==> src/hw/rtl/kws_pkg.sv <==
// ----------------------------------------------------------------------------
// kws_pkg
// Shared sizes and types for the keyed window statistics block.
// ----------------------------------------------------------------------------
package kws_pkg;

  localparam int SENSORS   = 10;
  localparam int WINDOW    = 60;
  localparam int SAMPLE_W  = 32;
  localparam int KEY_W     = 64;
  localparam int COUNT_W   = 6;
  localparam int SLOT_W    = (SENSORS > 1) ? $clog2(SENSORS) : 1;
  localparam int KCNT_W    = $clog2(SENSORS + 1);
  localparam int POS_W     = (WINDOW > 1) ? $clog2(WINDOW) : 1;
  localparam int CNT_W     = $clog2(WINDOW + 1);
  localparam int DEPTH     = SENSORS * WINDOW;
  localparam int ADDR_W    = (DEPTH > 1) ? $clog2(DEPTH) : 1;
  localparam int SUM_W     = SAMPLE_W + CNT_W + 1;
  localparam int SQ_W      = 2 * SAMPLE_W + CNT_W;
  localparam int DIV_W     = SQ_W;
  localparam int VAR_W     = 2 * SAMPLE_W;
  localparam int ROOT_W    = VAR_W / 2;

  typedef enum logic [0:0] {
    OP_ADD   = 1'b0,
    OP_QUERY = 1'b1
  } op_e;

  typedef enum logic [0:0] {
    ST_OK   = 1'b0,
    ST_MISS = 1'b1
  } status_e;

  typedef struct packed {
    logic start;
    logic done;
  } unit_ctrl_t;

endpackage

==> src/hw/rtl/kws_div.sv <==
// ----------------------------------------------------------------------------
// kws_div
// Restoring divider that retires one quotient bit per cycle.
// ----------------------------------------------------------------------------
module kws_div (
  input  logic                      clk_i,
  input  logic                      rst_ni,
  input  logic                      start_i,
  input  logic [kws_pkg::DIV_W-1:0] dividend_i,
  input  logic [kws_pkg::CNT_W-1:0] divisor_i,
  output logic                      done_o,
  output logic [kws_pkg::DIV_W-1:0] quotient_o
);
  import kws_pkg::*;

  localparam int ITER_W = $clog2(DIV_W + 1);

  logic [DIV_W-1:0]  shift_q;
  logic [CNT_W-1:0]  rem_q, rem_d;
  logic [CNT_W-1:0]  dvs_q;
  logic [ITER_W-1:0] iter_q;
  logic              busy_q, done_q;
  logic [CNT_W:0]    trial;
  logic              ge;

  assign trial = {rem_q, shift_q[DIV_W-1]};
  assign ge    = trial >= {1'b0, dvs_q};
  assign rem_d = ge ? CNT_W'(trial - {1'b0, dvs_q}) : CNT_W'(trial);

  always_ff @(posedge clk_i or negedge rst_ni) begin
    if (!rst_ni) begin
      busy_q <= 1'b0;
      done_q <= 1'b0;
      iter_q <= '0;
    end else begin
      done_q <= 1'b0;
      if (start_i) begin
        busy_q <= 1'b1;
        iter_q <= '0;
      end else if (busy_q) begin
        iter_q <= iter_q + 1'b1;
        if (iter_q == ITER_W'(DIV_W - 1)) begin
          busy_q <= 1'b0;
          done_q <= 1'b1;
        end
      end
    end
  end

  always_ff @(posedge clk_i) begin
    if (start_i) begin
      shift_q <= dividend_i;
      rem_q   <= '0;
      dvs_q   <= divisor_i;
    end else if (busy_q) begin
      shift_q <= {shift_q[DIV_W-2:0], ge};
      rem_q   <= rem_d;
    end
  end

  assign done_o     = done_q;
  assign quotient_o = shift_q;

endmodule

==> config.mk <==
export PLATFORM = sky130hd
export DESIGN_NAME = kws_div
export DESIGN_NICKNAME = d
export VERILOG_FILES = /design/src/hw/rtl/kws_pkg.sv /design/src/hw/rtl/kws_div.sv
export SDC_FILE = /design/constraint.sdc
export NUM_CORES = 1
export LEC_CHECK = 0
export ABC_AREA = 1
export BUFFER_PORTS_ARGS = -buffer_cell sky130_fd_sc_hd__clkbuf_2
export CAP_MARGIN = 20
export CELL_PAD_IN_SITES_DETAIL_PLACEMENT = 0
export CELL_PAD_IN_SITES_GLOBAL_PLACEMENT = 1
export CORE_MARGIN = 1
export CORE_UTILIZATION = 33
export CTS_CLUSTER_DIAMETER = 80
export DETAILED_ROUTE_END_ITERATION = 10
export GPL_TIMING_DRIVEN = 0
export PLACE_DENSITY = 0.83
export REMOVE_ABC_BUFFERS = 1
export SYNTH_ARGS = -nofsm -noshare
export SYNTH_HDL_FRONTEND = slang
export SYNTH_SLANG_ARGS = --single-unit
==> constraint.sdc <==
create_clock -name clk_i -period 2.35 [get_ports clk_i]
set_input_delay 0.235 -clock clk_i [delete_from_list [all_inputs] [get_ports clk_i]]
set_output_delay 0.235 -clock clk_i [all_outputs]
set_load 0.005 [all_outputs]
==> results.md, run 1 <==
- Setup tns final: 0 ns
- Placer Congestion: 0.764
- Crit path arrival time: 2.17 ns
- Pwr/cell area: 842 nW/um2
- DR vias: 3388
- Largest net degree at the start of global routing: 79
- Design Power: 4.58 mW
- Cell count after synthesis: 452
- Worst rel slew slack: 39.3%
- CP required: 2.58 ns
- Adder-Cell Fraction of Synth Area: 3.16%
- Post-layout util: 44.5%
- IO buf count: 149
- Remaining global-route overflow: 0
- Fin crit share: 82.5%
- Synth Area in XOR/XNOR: 0.417%
- DP Cell Count: 755
- Critical path class: input pin to register
- Die area: 13200 um2
- I/O Pins: 150
- Largest family of logic cells by synthesized area: simple AND/OR/NAND/NOR gates
- Vias in the first global route: 3264
- Final ANT Viol Nets: 0
- Clk buf depth: 2
- Routed WL: 9970 um
- Final min period: 1.94 ns
- CTS root buffer: clkbuf_16
- Fillers: 1263
- Skew-Pair Late Insertion Delay: 0.35 ns
- Area post-placement: 5140 um2
- Final worst setup slack: 0.412 ns
- DRC viols: 0
- Routed length on met1: 4550 um
- Row count: 40
- Avg Cell Area, Syn: 9.30 um2
- Hold slack: 0.0670 ns
- #FFs+latches synth: 91
- HP Class: input pin to register
- Fmax: 0.516 GHz
- Clk sinks: 91
- Tot GR Track Use: 16.3%
- Crit path capture type: register
- Final Skew: 0.00665 ns
- Synth Cell Area: 4200 um2
- DR WL met3: 851 um
- Status: completed
- Worst slew pin tran: 0.911 ns
- CTS tree: done
- Initial antenna violation count: 0
- Drt via density: 4.39
- Compound-Gate Fraction of Synth Area: 1.76%
- Endpoints failing setup: 0
- WL/cell: 12.9 um
- Max Slew Vio Count: 0
- Place WS: 0.0584 ns
- RSZ-0062 raised after global routing: no
- Starting Density: 34.4%
- Post-synthesis simple-gate area fraction: 27.7%
- Ys Warns: 0
- P&R area growth vs syn: 29.3%
- Post_cts resized: 0
- Detail Placement HPWL: 6890 um
- First-pass GRT wire length: 16200 um
- Leak Pwr: 2.79 nW
- Die Y: 115 um
- Nets: 688
- Critical Path Fanout Max: 78
- CTS HTree Levels: 3
- Highest routed layer: met4
- Peak VDD IR: 398 uV
- 1st-pass router iterations: 4
- Worst Setup Start Kind: input pin
- Worst-path clk slew: 0.06 ns
- Die Wd: 115 um
- Final hold vios: 0
- Worst R2R Path Depth: 10
- Core area: 12200 um2
- Post-synthesis mux area share: 0%
- Met2 WL: 4420 um
- Post-route insts no fill: 772
- Design area: 5440 um2
- Diode count: 0
- Distinct cells, synth: 30
- Share of layout cells above drive strength 1: 29.3%
- Max-cap violations: 0
- Clock buffer count from CTS: 9
- DRT iter0 DRCs: 218
- Hold path depth: 1
- Post-synthesis sequential area ratio: 62.5%
## final timing paths
kind	startpoint	to	slack (ns)
worst max register to register	dvs_q[4]	rem_q[5]	0.64
min in group asynchronous	rst_ni	iter_q[4]	0.28
worst max-delay path	start_i	rem_q[4]	0.41
max in group asynchronous	rst_ni	iter_q[2]	1.88
worst min register to register	rem_q[2]	rem_q[2]	0.47
worst min-delay path	divisor_i[0]	dvs_q[0]	0.07
## worst max-delay path, cell delays in order
cell      delay, ns
clkbuf_4       0.70
nor2_2         0.25
inv_4          0.38
buf_16         0.28
nor2_1         0.06
o21bai_1       0.15
## cell usage after synthesis
master,number,area [um2]
nand4_1,3,18.8
nand2_2,1,6.26
o21bai_1,1,7.51
nor3_1,3,15.0
a31oi_1,1,6.26
nor2_2,3,18.8
o21ai_1,2,10.0
nand3_1,14,70.1
ha_1,9,113
inv_1,26,97.6
nor2_1,14,52.6
nand3b_1,3,22.5
xnor2_1,1,8.76
nor3_2,1,10.0
a21oi_1,5,25.0
fa_1,1,20.0
nand3_4,1,17.5
buf_2,4,20.0
dfxtp_1,6,120
o22ai_1,1,6.26
nand2_4,1,11.3
nand2_1,246,923
o21ai_0,2,10.0
edfxtp_1,76,2280
dfrtp_1,9,225
inv_2,4,15.0
buf_4,2,15.0
clkbuf_1,10,37.5
xor2_1,1,8.76
a21oi_2,1,8.76
## repair_timing
item	in CTS	in global routing
hold buffers	1	0
endpoints found under the hold margin	9	0
setup endpoints to repair	0	0
buffers inserted	0	0
## cell families (layout without fill, tap and decap cells)
family | after synthesis | in the layout
flip-flops | 91 | 91
XOR/XNOR | 2 | 2
AO/OA/AOI/OAI | 13 | 13
adder cells (fa/ha/maj) | 10 | 10
buffers and inverters | 46 | 198
AND/OR/NAND/NOR | 290 | 290
## flip-flops by register name (all words and copies together) (netlist names)
signal	cells
rem_q	6
busy_q	1
iter_q	7
dvs_q	6
quotient_o	70
done_o	1
## final cells by class
| type | count | area (um2) | area share (%) |
|---|---|---|---|
| Timing Repair Buffer | 152 | 806 | 14.8 |
| Clock buffer | 11 | 233 | 4.28 |
| Sequential cell | 91 | 2630 | 48.3 |
| Tap cell | 168 | 210 | 3.87 |
| Multi-Input combinational cell | 315 | 1390 | 25.6 |
| Clock inverter | 5 | 53.8 | 0.990 |
| Inverter | 30 | 115 | 2.12 |
## where the power goes
group          switching (mW)  internal, mW  total, mW
combinational           0.602         0.441       1.04
sequential              0.132          1.98       2.11
clock                   0.607         0.820       1.43
## layout by cell type, fill, tap and decap left out, types with 4 or more instances in the layout
cell type / count
clkbuf_16: 9
nand3_1: 14
nand2_1: 246
ha_1: 9
clkbuf_2: 148
dfrtp_1: 9
edfxtp_1: 76
dfxtp_1: 6
inv_2: 4
a21oi_1: 5
nor2_1: 14
inv_1: 25
## per-layer routing
metal	track usage, %	up-vias
met2	24.5	119
met3	7.80	7
met1	20.5	1520
met4	5.37	0
li1	-	1742
met5	0	-
No activity file was read; power rests on OpenSTA's default activity.
==> run 2, diff against run 1 <==
Settings changed: CORE_UTILIZATION 33 to 37, PLACE_DENSITY 0.83 to 0.88.
Clock period 2.35 ns to 2 ns, I/O delays scaled along.
==> run 2 against run 1 <==
  * Flip-flop and latch count unchanged
  * Clock skew up 0.0012 ns
  * Critical path type unchanged
  * Sequential share of layout area up 0.47 points
  * Cell area down 0.97%
  * Final cell count down 3.8%
  * Largest power group unchanged
  * Highest routed layer unchanged
==> results.md, run 2 (synthesis gave the netlist of run 1 again) <==
- Detail Placement HPWL: 6850 um (-0.56%)
- 1st-pass router iterations: 5 (+1)
- Routed WL: 9760 um (-2.1%)
- Place WS: -0.353 ns (-0.411 ns)
- IO buf count: 149 (unchanged)
- Diode count: 0 (unchanged)
- Clk sinks: 91 (unchanged)
- Drt via density: 4.58 (+4.4%)
- Final ANT Viol Nets: 0 (unchanged)
- Max-cap violations: 0 (unchanged)
- Crit path arrival time: 1.79 ns (-0.38 ns)
- WL/cell: 13.1 um (+1.7%)
- Leak Pwr: 2.79 nW (about the same)
- Die Wd: 109 um (-5.5%)
- Starting Density: 38.4% (+4.0 points)
- Final min period: 1.82 ns
- Placer Congestion: 0.773 (+1.2%)
- DR vias: 3405 (+0.50%)
- DRC viols: 0 (unchanged)
- Final Skew: 0.00783 ns (+0.00118 ns)
- P&R area growth vs syn: 28.1%
- Most frequent cells in the layout: 246 x nand2_1, 148 x clkbuf_2, 76 x edfxtp_1
- Max Slew Vio Count: 0 (unchanged)
- Final hold vios: 0 (unchanged)
- Postcts setup bufs: 0 (unchanged)
- CTS tree: done
- Vias in the first global route: 3250 (-0.43%)
- Share of layout cells above drive strength 1: 29.4% (+0.049 points)
- CP required: 1.97 ns (-0.61 ns)
- Die Y: 109 um (-5.5%)
- Register-to-Register Setup Slack: 0.26 ns (-0.38 ns)
- Pwr/cell area: 1010 nW/um2 (+19%)
- CP Cell Sequence: clkbuf_4 > nor2_2 > inv_6
- CTS root buffer: clkbuf_16
- Worst-path clk slew: 0.06 ns (about the same)
- HP Class: input pin to register
- First-pass GRT wire length: 15400 um (-4.5%)
- Peak VDD IR: 623 uV (+57%)
- Commonest non-fill, non-tap cell in the layout: nand2_1
- Endpoints failing setup: 0 (unchanged)
- Clk buf depth: 2 (unchanged)
- Worst rel slew slack: 42.1% (+2.8 points)
- CTS HTree Levels: 3 (unchanged)
- Worst path max stage delay: 0.68 ns (-0.02 ns)
- Final worst setup slack: 0.184 ns (-0.228 ns)
- Fin crit share: 90.8%
- Status: completed
- I/O Pins: 150 (unchanged)
- Nets: 687 (-0.15%)
- Setup tns final: 0 ns (unchanged)
- RSZ-0062 raised after global routing: no
- Clock buffer count from CTS: 9 (unchanged)
- Critical Path Fanout Max: 78 (unchanged)
- Core area: 10900 um2 (-10%)
- CP max stage cell: clkbuf_4
- Crit path capture type: register
- DRT iter0 DRCs: 143 (-34%)
- Die area: 11800 um2 (-11%)
- Fmax: 0.551 GHz
- Skew-Pair Late Insertion Delay: 0.35 ns (about the same)
- Largest register FFs: 70 (unchanged)
- Critical path class: input pin to register
- Worst slew pin tran: 0.869 ns (-0.0423 ns)
- Worst Setup Start Kind: input pin
- Largest net degree at the start of global routing: 79 (unchanged)
- Initial antenna violation count: 0 (unchanged)
- Remaining global-route overflow: 0 (unchanged)
- Row count: 38 (-5.0%)
- Tot GR Track Use: 17.5% (+1.2 points)
## run 2: cell count changes in the layout (fill, tap and decap cells not counted), sizes merged
cell	previous run	this run
buf	2	1
clkbuf	160	159
clkinv	2	4
clkinvlp	2	0
inv	30	31
## run 2: worst paths after layout
| kind | start | endpoint | cells past startpoint |
|---|---|---|---|
| setup / recovery | start_i | quotient_o[20] | 3 |
| hold / removal | divisor_i[3] | dvs_q[3] | 1 |
| setup reg to reg | quotient_o[69] | rem_q[4] | 10 |
| hold reg to reg | rem_q[5] | rem_q[5] | 2 |
| max in group asynchronous | rst_ni | iter_q[1] | 2 |
| min in group asynchronous | rst_ni | iter_q[6] | 2 |
## run 2: area by class of cell
cell class,instances,area [um2]
multi-input combinational,315,1390
sequential,91,2630
clock inverter,6,65.1
tap,140,175
fill,1072,5550
clock buffer,10,229
timing repair buffer,151,778
inverter,30,118
## run 2: critical path: cells and delay by family
family,cells,cell delay (ns)
buffers and inverters,2,1.22
AND/OR/NAND/NOR,1,0.25
## run 2: report_power, final
part | internal [mW] | leakage (nW) | switching, mW | total [mW]
registers | 2.32 | 0.996 | 0.161 | 2.48
logic | 0.519 | 1.65 | 0.714 | 1.23
clock network | 0.972 | 0.144 | 0.725 | 1.70
total | 3.81 | 2.79 | 1.60 | 5.41
## run 2: metrics by stage
step	total power, mW	cells	utilization [%]	hold slack [ns]	instance area [um2]
detailed placement	3.76	726	46.4	0.0719	5080
CTS	5.48	743	49.2	0.0241	5380
global placement	3.72	725	46.2	0.0667	5050
floorplan	3.29	436	-	-0.0956	4130
global route	5.75	743	49.2	0.0158	5380
finish	5.41	743	49.2	0.0386	5380
## run 2: what timing repair did
item                                    CTS  global route
endpoints found under the setup margin    0            72
hold buffers                              1             0
resized for setup                         0             1
hold endpoints to repair                  9             0
## run 2: per-layer routing
layer | part of all wire [%] | global-route usage, % | wire length (um)
met5 | 0 | 0 | 0
met4 | 1.2 | 5.60 | 118
met3 | 9.8 | 8.68 | 953
met2 | 46 | 27.3 | 4500
met1 | 43 | 21.1 | 4190
