<file path="src/hw/rtl/kws_pkg.sv">
// ----------------------------------------------------------------------------
// kws_pkg
// Shared sizes and types for the keyed window statistics block.
// ----------------------------------------------------------------------------
package kws_pkg;

  localparam int SENSORS   = 10;
  localparam int WINDOW    = 60;
  localparam int SAMPLE_W  = 32;
  localparam int KEY_W     = 64;
  localparam int COUNT_W   = 6;
  localparam int SLOT_W    = (SENSORS > 1) ? $clog2(SENSORS) : 1;
  localparam int KCNT_W    = $clog2(SENSORS + 1);
  localparam int POS_W     = (WINDOW > 1) ? $clog2(WINDOW) : 1;
  localparam int CNT_W     = $clog2(WINDOW + 1);
  localparam int DEPTH     = SENSORS * WINDOW;
  localparam int ADDR_W    = (DEPTH > 1) ? $clog2(DEPTH) : 1;
  localparam int SUM_W     = SAMPLE_W + CNT_W + 1;
  localparam int SQ_W      = 2 * SAMPLE_W + CNT_W;
  localparam int DIV_W     = SQ_W;
  localparam int VAR_W     = 2 * SAMPLE_W;
  localparam int ROOT_W    = VAR_W / 2;

  typedef enum logic [0:0] {
    OP_ADD   = 1'b0,
    OP_QUERY = 1'b1
  } op_e;

  typedef enum logic [0:0] {
    ST_OK   = 1'b0,
    ST_MISS = 1'b1
  } status_e;

  typedef struct packed {
    logic start;
    logic done;
  } unit_ctrl_t;

endpackage

</file>
<file path="src/hw/rtl/kws_sqrt.sv">
// ----------------------------------------------------------------------------
// kws_sqrt
// Digit-by-digit integer square root, one root bit per cycle.
// ----------------------------------------------------------------------------
module kws_sqrt (
  input  logic                       clk_i,
  input  logic                       rst_ni,
  input  logic                       start_i,
  input  logic [kws_pkg::VAR_W-1:0]  radicand_i,
  output logic                       done_o,
  output logic [kws_pkg::ROOT_W-1:0] root_o
);
  import kws_pkg::*;

  localparam int ITER_W = $clog2(ROOT_W + 1);
  localparam int REM_W  = ROOT_W + 2;

  logic [VAR_W-1:0]  x_q;
  logic [REM_W-1:0]  rem_q;
  logic [ROOT_W-1:0] root_q;
  logic [ITER_W-1:0] iter_q;
  logic              busy_q, done_q;
  logic [REM_W+1:0]  rem_t, trial;
  logic              ge;

  assign rem_t = {rem_q, x_q[VAR_W-1 -: 2]};
  assign trial = (REM_W + 2)'({root_q, 2'b01});
  assign ge    = rem_t >= trial;

  always_ff @(posedge clk_i or negedge rst_ni) begin
    if (!rst_ni) begin
      busy_q <= 1'b0;
      done_q <= 1'b0;
      iter_q <= '0;
    end else begin
      done_q <= 1'b0;
      if (start_i) begin
        busy_q <= 1'b1;
        iter_q <= '0;
      end else if (busy_q) begin
        iter_q <= iter_q + 1'b1;
        if (iter_q == ITER_W'(ROOT_W - 1)) begin
          busy_q <= 1'b0;
          done_q <= 1'b1;
        end
      end
    end
  end

  always_ff @(posedge clk_i) begin
    if (start_i) begin
      x_q    <= radicand_i;
      rem_q  <= '0;
      root_q <= '0;
    end else if (busy_q) begin
      x_q    <= {x_q[VAR_W-3:0], 2'b00};
      rem_q  <= ge ? REM_W'(rem_t - trial) : REM_W'(rem_t);
      root_q <= {root_q[ROOT_W-2:0], ge};
    end
  end

  assign done_o = done_q;
  assign root_o = root_q;

endmodule

</file>
<file path="config.mk">
export PLATFORM = sky130hd
export DESIGN_NAME = kws_sqrt
export DESIGN_NICKNAME = d
export VERILOG_FILES = /design/src/hw/rtl/kws_pkg.sv /design/src/hw/rtl/kws_sqrt.sv
export SDC_FILE = /design/constraint.sdc
export NUM_CORES = 1
export LEC_CHECK = 0
export BUFFER_PORTS_ARGS = -buffer_cell sky130_fd_sc_hd__buf_2
export CORE_ASPECT_RATIO = 0.5
export CORE_MARGIN = 1
export CORE_UTILIZATION = 35
export DETAILED_ROUTE_END_ITERATION = 6
export GPL_ROUTABILITY_DRIVEN = 0
export PLACE_DENSITY_LB_ADDON = 0.15
export SLEW_MARGIN = 20
export SYNTH_ARGS = -nofsm -noshare
export SYNTH_HDL_FRONTEND = slang
export SYNTH_SLANG_ARGS = --single-unit
export TNS_END_PERCENT = 50
</file>
<file path="constraint.sdc">
create_clock -name clk_i -period 2.7 [get_ports clk_i]
set_input_delay 0.27 -clock clk_i [delete_from_list [all_inputs] [get_ports clk_i]]
set_output_delay 0.27 -clock clk_i [all_outputs]
set_load 0.02 [all_outputs]
</file>
==> impl_metrics.env, run 1 <==
export IMPL_drv_cap=0
export IMPL_slowest_stage="dfxtp_1"
export IMPL_crit_path_frequent_cell="o21ai_1"
export IMPL_period_needed_ns=2.62
export IMPL_design_area_mm2=0.0101
export IMPL_max_stage_delay_ns=0.34
export IMPL_cp_arrival_ns=2.98
export IMPL_vias_per_cell=4.90
export IMPL_cts_buffers=17
export IMPL_grt_ovfl_total=0
export IMPL_hold_viol_final=0
export IMPL_dr_total_vias=5933
export IMPL_die_h_um=106
export IMPL_status="completed"
export IMPL_worstPathMaxFanout=12
export IMPL_vdd_drop_max_uv=531
export IMPL_htree_levels=4
export IMPL_drive_gt1_share_pct=39.9
export IMPL_fin_nets=1009
export IMPL_crit_path_end_kind="flip-flop"
export IMPL_synth_cell_types=62
export IMPL_n_antenna_cell=0
export IMPL_finClkSkew_ns=0.00996
export IMPL_num_rows=37
export IMPL_ctsLongestPathBuffers=2
export IMPL_cts_tree="done"
export IMPL_io_pins=100
export IMPL_worstSetupStartpointType="flip-flop"
export IMPL_synth_seq_cells=138
export IMPL_clkSinkCount=138
export IMPL_dpl_instance_area_mm2=0.00887
export IMPL_area_growth_synth_to_final_pct=33.2
export IMPL_timing_fmax_ghz=0.382
export IMPL_synth_fp_nets=837
export IMPL_path_class="flip-flop to flip-flop"
export IMPL_leakage_nw=4.47
export IMPL_portBuffers=99
export IMPL_fill_cells=1980
export IMPL_grt_pass1_wl_mm=29.5
export IMPL_yosysSeqAreaShare_pct=45.4
export IMPL_worst_pin_slew_ns=0.685
export IMPL_crit_buf_inv=3
export IMPL_ys_flop_type="dfxtp_1"
export IMPL_ant_nets=0
export IMPL_p_per_area_mw_per_mm2=1120
export IMPL_synth_cell_area_mm2=0.00758
export IMPL_clkSlewWorstSetupHoldPaths_ns=0.06
export IMPL_initial_utilization_pct=36.3
export IMPL_drt_iter0_drc=267
export IMPL_maxSlewHeadroom_pct=54.1
export IMPL_worst_ep_required_time_ns=3.07
export IMPL_path_cells="inv_1, ha_4, a21o_1, a31o_2, nor3b_2, o21ai_1, a31o_1, o2111ai_4, buf_6, clkbuf_16, o21ai_1, o21ai_0, a21oi_1"
export IMPL_wirelength_mm=19.2
export IMPL_dpl_hpwl_mm=12.9
export IMPL_ctsRootBufferMaster="clkbuf_16"
export IMPL_synth_async_reset_ratio_pct=5.80
export IMPL_track_usage_pct=17.1
export IMPL_setup_viol=0
export IMPL_finalCritPeriodShare_pct=96.9
export IMPL_avgSynthCellArea_um2=10.3
export IMPL_setup_tns_ns=0
export IMPL_crit_family="compound AO/OA/AOI/OAI gates"
export IMPL_first_global_vias=5810
export IMPL_antenna_found_initial=1
export IMPL_die_width_um=210
export IMPL_post_route_drc_count=0
export IMPL_synth_warnings=0
export IMPL_post_drt_wl_per_cell_um=15.9
export IMPL_die_area_mm2=0.0223
export IMPL_first_pass_iters=4
export IMPL_drv_slew=0
export IMPL_grt_max_degree=54
export IMPL_hold_path_class="input port to flip-flop"
export IMPL_clk_latency_ns=0.44
export IMPL_synth_edff_count=64
export IMPL_core_area_mm2=0.0209
export IMPL_synthCells=735
## state kept, by name (all words and copies together) (netlist names)
signal / cells
x_q: 64
done_o: 1
iter_q: 6
rem_q: 34
busy_q: 1
root_o: 32
## repair_timing
| item | in CTS | in global routing |
|---|---|---|
| buffers inserted | 0 | 14 |
| resized for setup | 1 | 77 |
| hold buffers | 1 | 0 |
| endpoints found under the setup margin | 1 | 34 |
| pin swaps | 0 | 27 |
| endpoints found under the hold margin | 8 | 0 |
| gates cloned | 0 | 5 |
## Yosys cell counts, drive strengths merged (15+ instances only)
master	n	area [µm²]
a211oi	19	155
nor2	78	293
nand2	43	161
dfxtp	66	1320
clkbuf	27	103
a21oi	34	174
mux2	64	721
mux2i	52	521
edfxtp	64	1920
o21ai	26	134
nand3	18	95.1
buf	15	100
xnor2	20	175
ha	35	438
inv	50	188
## through the flow
stage | utilization (%) | setup slack, ns | hold WS [ns] | instances | total power, W
after global routing | 48.4 | -0.0881 | 0.0929 | 1212 | 0.0120
after global placement | 42.5 | -0.0235 | 0.125 | 1160 | 0.00775
after floorplan | - | 0.00971 | -0.0256 | 735 | 0.00628
final | 48.4 | 0.0839 | 0.113 | 1212 | 0.0113
after CTS | 45.4 | 0.0242 | 0.0889 | 1193 | 0.0103
after detailed placement | 42.5 | -0.0544 | 0.124 | 1160 | 0.00778
## where the power goes
part	switching, W	leakage, nW	internal, W
sequential	0.000233	1.33	0.00253
clock	0.000962	0.295	0.00146
combinational	0.00293	2.84	0.00317
## routing by layer
| layer | part of all wire (%) | GRT usage (%) | vias up |
|---|---|---|---|
| met1 | 49 | 23.2 | 2829 |
| met5 | 0.062 | 0 | - |
| met2 | 44 | 25.2 | 92 |
| met4 | 1.1 | 5.53 | 2 |
| met3 | 5.0 | 6.09 | 14 |
| li1 | - | - | 2996 |
## cells by family (layout without fill, tap and decap cells)
kind of cell | count (synthesis) | in the layout | synth area share [%]
adder cells (fa/ha/maj) | 35 | 35 | 5.77
AND/OR/NAND/NOR | 187 | 187 | 11.3
AO/OA/AOI/OAI | 135 | 135 | 12.3
multiplexers | 116 | 116 | 16.4
buffers and inverters | 92 | 277 | 5.15
XOR/XNOR | 32 | 32 | 3.70
flip-flops | 138 | 138 | 45.4
## layout by cell type (no fill, tap or decap), types with 7 or more instances in the layout
master	instances
o21ai_1	9
nor2_1	76
xnor2_1	20
inv_1	46
nand4_1	13
nor3_1	12
dfxtp_1	51
dfrtp_1	7
a211oi_1	15
mux2i_1	52
dfxtp_2	14
mux2_2	64
buf_4	86
a21o_1	7
edfxtp_1	64
xor2_1	12
clkbuf_16	21
nand2_1	40
o21ai_0	16
ha_1	13
nand3_1	15
buf_2	98
a21oi_1	31
ha_4	18
## area by class of cell
class	count	area, µm²	area share (%)
multi-input cells	505	4150	41.0
flip-flops and latches	138	3470	34.3
clock buffers	18	429	4.25
well taps	292	365	3.62
clock inverters	14	170	1.68
repair buffers	195	1340	13.3
inverters	50	188	1.86
## worst register-to-register path, delay by kind of cell, from the launching register on
family | cells | cell delay (ns)
fa+ha+maj | 1 | 0.27
compound gates | 8 | 1.35
flops | 1 | 0.34
buf+inv | 3 | 0.43
simple gates | 1 | 0.16
## worst paths after layout
kind	start	to	slack (ns)	cells after the start
setup / recovery	root_o[19]$_SDFFE_PP0P_	rem_q[33]$_SDFFE_PP0P_	0.08	13
hold / removal	radicand_i[1]	x_q[1]$_SDFFCE_PN0P_	0.11	2
setup reg to reg	root_o[19]$_SDFFE_PP0P_	rem_q[33]$_SDFFE_PP0P_	0.08	13
hold reg to reg	iter_q[5]$_DFFE_PN0P_	done_o$_DFF_PN0_	0.48	1
max in group asynchronous	rst_ni	busy_q$_DFF_PN0_	2.30	2
min in group asynchronous	rst_ni	done_o$_DFF_PN0_	0.20	2
Note: power is estimated with default switching activity, not from simulation.
==> inputs of run 2 (changes only) <==
--- a/config.mk
+++ b/config.mk
@@ -6,11 +6,13 @@
 export NUM_CORES = 1
 export LEC_CHECK = 0
 export BUFFER_PORTS_ARGS = -buffer_cell sky130_fd_sc_hd__buf_2
+export CAP_MARGIN = 20
 export CORE_ASPECT_RATIO = 0.5
 export CORE_MARGIN = 1
 export CORE_UTILIZATION = 35
 export DETAILED_ROUTE_END_ITERATION = 6
 export GPL_ROUTABILITY_DRIVEN = 0
+export HOLD_SLACK_MARGIN = 0.12
 export PLACE_DENSITY_LB_ADDON = 0.15
 export SLEW_MARGIN = 20
 export SYNTH_ARGS = -nofsm -noshare
==> run 2 against run 1 <==
Net effect: first-iteration DRC count fell by 2.2%; clock skew rose by 0.00064 ns; global-route usage rose by 0.27 points; critical path type unchanged; largest power group unchanged; worst setup slack got worse by 0.0070 ns; die area did not move.
==> impl_metrics.env, run 2 (same netlist as run 1, synthesis figures left out) <==
export IMPL_track_usage_pct=17.4
export IMPL_path_cells="inv_1, ha_4, a21o_1, a31o_2, nor3b_2, o21ai_1, a31o_1, o2111ai_4, buf_6, clkbuf_16, o21ai_1, o21ai_0, a21oi_1"
export IMPL_power_frac_comb_pct=54.3
export IMPL_crit_buf_inv=3
export IMPL_ctsRootBufferMaster="clkbuf_16"
export IMPL_finClkSkew_ns=0.0106
export IMPL_post_route_drc_count=0
export IMPL_cts_tree="done"
export IMPL_maxSlewHeadroom_pct=53.4
export IMPL_first_pass_iters=4
export IMPL_die_h_um=106
export IMPL_design_area_mm2=0.0106
export IMPL_area_growth_synth_to_final_pct=39.2
export IMPL_register_area_mm2=0.00347
export IMPL_portBuffers=99
export IMPL_ant_nets=0
export IMPL_drive_gt1_share_pct=38.0
export IMPL_power_internal_w=0.00720
export IMPL_num_rows=37
export IMPL_crit_path_end_kind="flip-flop"
export IMPL_p_switching_w=0.00414
export IMPL_max_stage_delay_ns=0.34
export IMPL_dpl_hpwl_mm=12.9
export IMPL_io_pins=100
export IMPL_clk_latency_ns=0.44
export IMPL_slowest_stage="dfxtp_1"
export IMPL_initial_utilization_pct=36.3
export IMPL_clkSlewWorstSetupHoldPaths_ns=0.06
export IMPL_ctsLongestPathBuffers=2
export IMPL_multi_input_area_mm2=0.00415
export IMPL_setup_tns_ns=0
export IMPL_grt_max_degree=54
export IMPL_cp_arrival_ns=2.99
export IMPL_die_area_mm2=0.0223
export IMPL_grt_pass1_wl_mm=30.1
export IMPL_core_area_mm2=0.0209
export IMPL_p_clk_share_pct=21.4
export IMPL_dpl_instance_area_mm2=0.00887
export IMPL_die_width_um=210
export IMPL_fill_cells=1934
export IMPL_top_register="x_q"
export IMPL_path_class="flip-flop to flip-flop"
export IMPL_leakage_nw=4.65
export IMPL_clkSinkCount=138
export IMPL_finalPower_w=0.0113
export IMPL_n_antenna_cell=0
export IMPL_worst_pin_slew_ns=0.697
export IMPL_wirelength_mm=19.7
export IMPL_drt_iter0_drc=261
export IMPL_seqPwrFrac_pct=24.4
export IMPL_hold_path_class="input port to flip-flop"
export IMPL_dr_total_vias=6079
export IMPL_htree_levels=4
export IMPL_worst_ep_required_time_ns=3.07
export IMPL_vias_per_cell=4.84
export IMPL_fin_nets=1054
export IMPL_finalCritPeriodShare_pct=97.2
export IMPL_post_drt_wl_per_cell_um=15.7
export IMPL_drv_cap=0
export IMPL_timing_fmax_ghz=0.381
export IMPL_period_needed_ns=2.62
export IMPL_first_global_vias=6028
export IMPL_setup_viol=0
export IMPL_worstPathMaxFanout=12
export IMPL_antenna_found_initial=0
export IMPL_final_common_cell="buf_2"
export IMPL_status="completed"
export IMPL_layout_common_cells="buf_2 (98), buf_4 (86), nor2_1 (76)"
export IMPL_drv_slew=0
export IMPL_cts_buffers=17
export IMPL_vdd_drop_max_uv=530
export IMPL_p_per_area_mw_per_mm2=1070
export IMPL_worstSetupStartpointType="flip-flop"
export IMPL_grt_ovfl_total=0
export IMPL_crit_family="compound AO/OA/AOI/OAI gates"
export IMPL_switching_share_pct=36.5
export IMPL_hold_viol_final=0
export IMPL_crit_path_frequent_cell="o21ai_1"
export IMPL_largest_reg_flops=64
## run 2: per-stage QoR
step                setup slack (ns)  utilization [%]  hold WS (ns)  std cells
floorplan                    0.00971                -       -0.0256        735
finish                        0.0769             50.6         0.143       1257
CTS                           0.0242             47.5         0.120       1237
global route                 -0.0881             50.6         0.120       1257
detailed placement           -0.0544             42.5         0.124       1160
global placement             -0.0235             42.5         0.125       1160
## run 2: power groups by stage
stage | Combinational (W) | Clock, W | Sequential (W)
final | 0.00616 | 0.00242 | 0.00276
after global routing | 0.00672 | 0.00258 | 0.00280
after CTS | 0.00512 | 0.00249 | 0.00271
after detailed placement | 0.00503 | 0 | 0.00275
after global placement | 0.00500 | 0 | 0.00275
after floorplan | 0.00357 | 0 | 0.00272
## run 2: repair_timing
item	in CTS	in global routing
cloned	0	5
pin swaps	0	27
hold endpoints to repair	52	1
buffers inserted	0	14
setup endpoints to repair	1	34
hold buffers	45	1
resized for setup	1	77
## run 2: final timing paths
check | from | end | slack (ns) | cells past startpoint
worst max-delay path | root_o[19]$_SDFFE_PP0P_ | rem_q[33]$_SDFFE_PP0P_ | 0.08 | 13
worst min-delay path | radicand_i[47] | x_q[47]$_DFFE_PP_ | 0.14 | 2
worst max register to register | root_o[19]$_SDFFE_PP0P_ | rem_q[33]$_SDFFE_PP0P_ | 0.08 | 13
worst min register to register | iter_q[5]$_DFFE_PN0P_ | done_o$_DFF_PN0_ | 0.48 | 1
max in group asynchronous | rst_ni | busy_q$_DFF_PN0_ | 2.31 | 2
min in group asynchronous | rst_ni | done_o$_DFF_PN0_ | 0.20 | 2
## run 2: cell type report
| cell class | count | area share [%] |
|---|---|---|
| multi-input combinational | 505 | 39.3 |
| sequential | 138 | 32.9 |
| timing repair buffer | 240 | 17.0 |
| clock buffer | 18 | 4.07 |
| tap | 292 | 3.46 |
| inverter | 50 | 1.78 |
| clock inverter | 14 | 1.61 |
## run 2: per-layer routing
layer  up-vias  routed length (µm)  GRT usage [%]
met1      2874                9600           23.3
met2       108                8850           26.4
met4         0                 205           5.53
met5         -                   0              0
met3        12                1020           5.70
li1       3085                   -              -
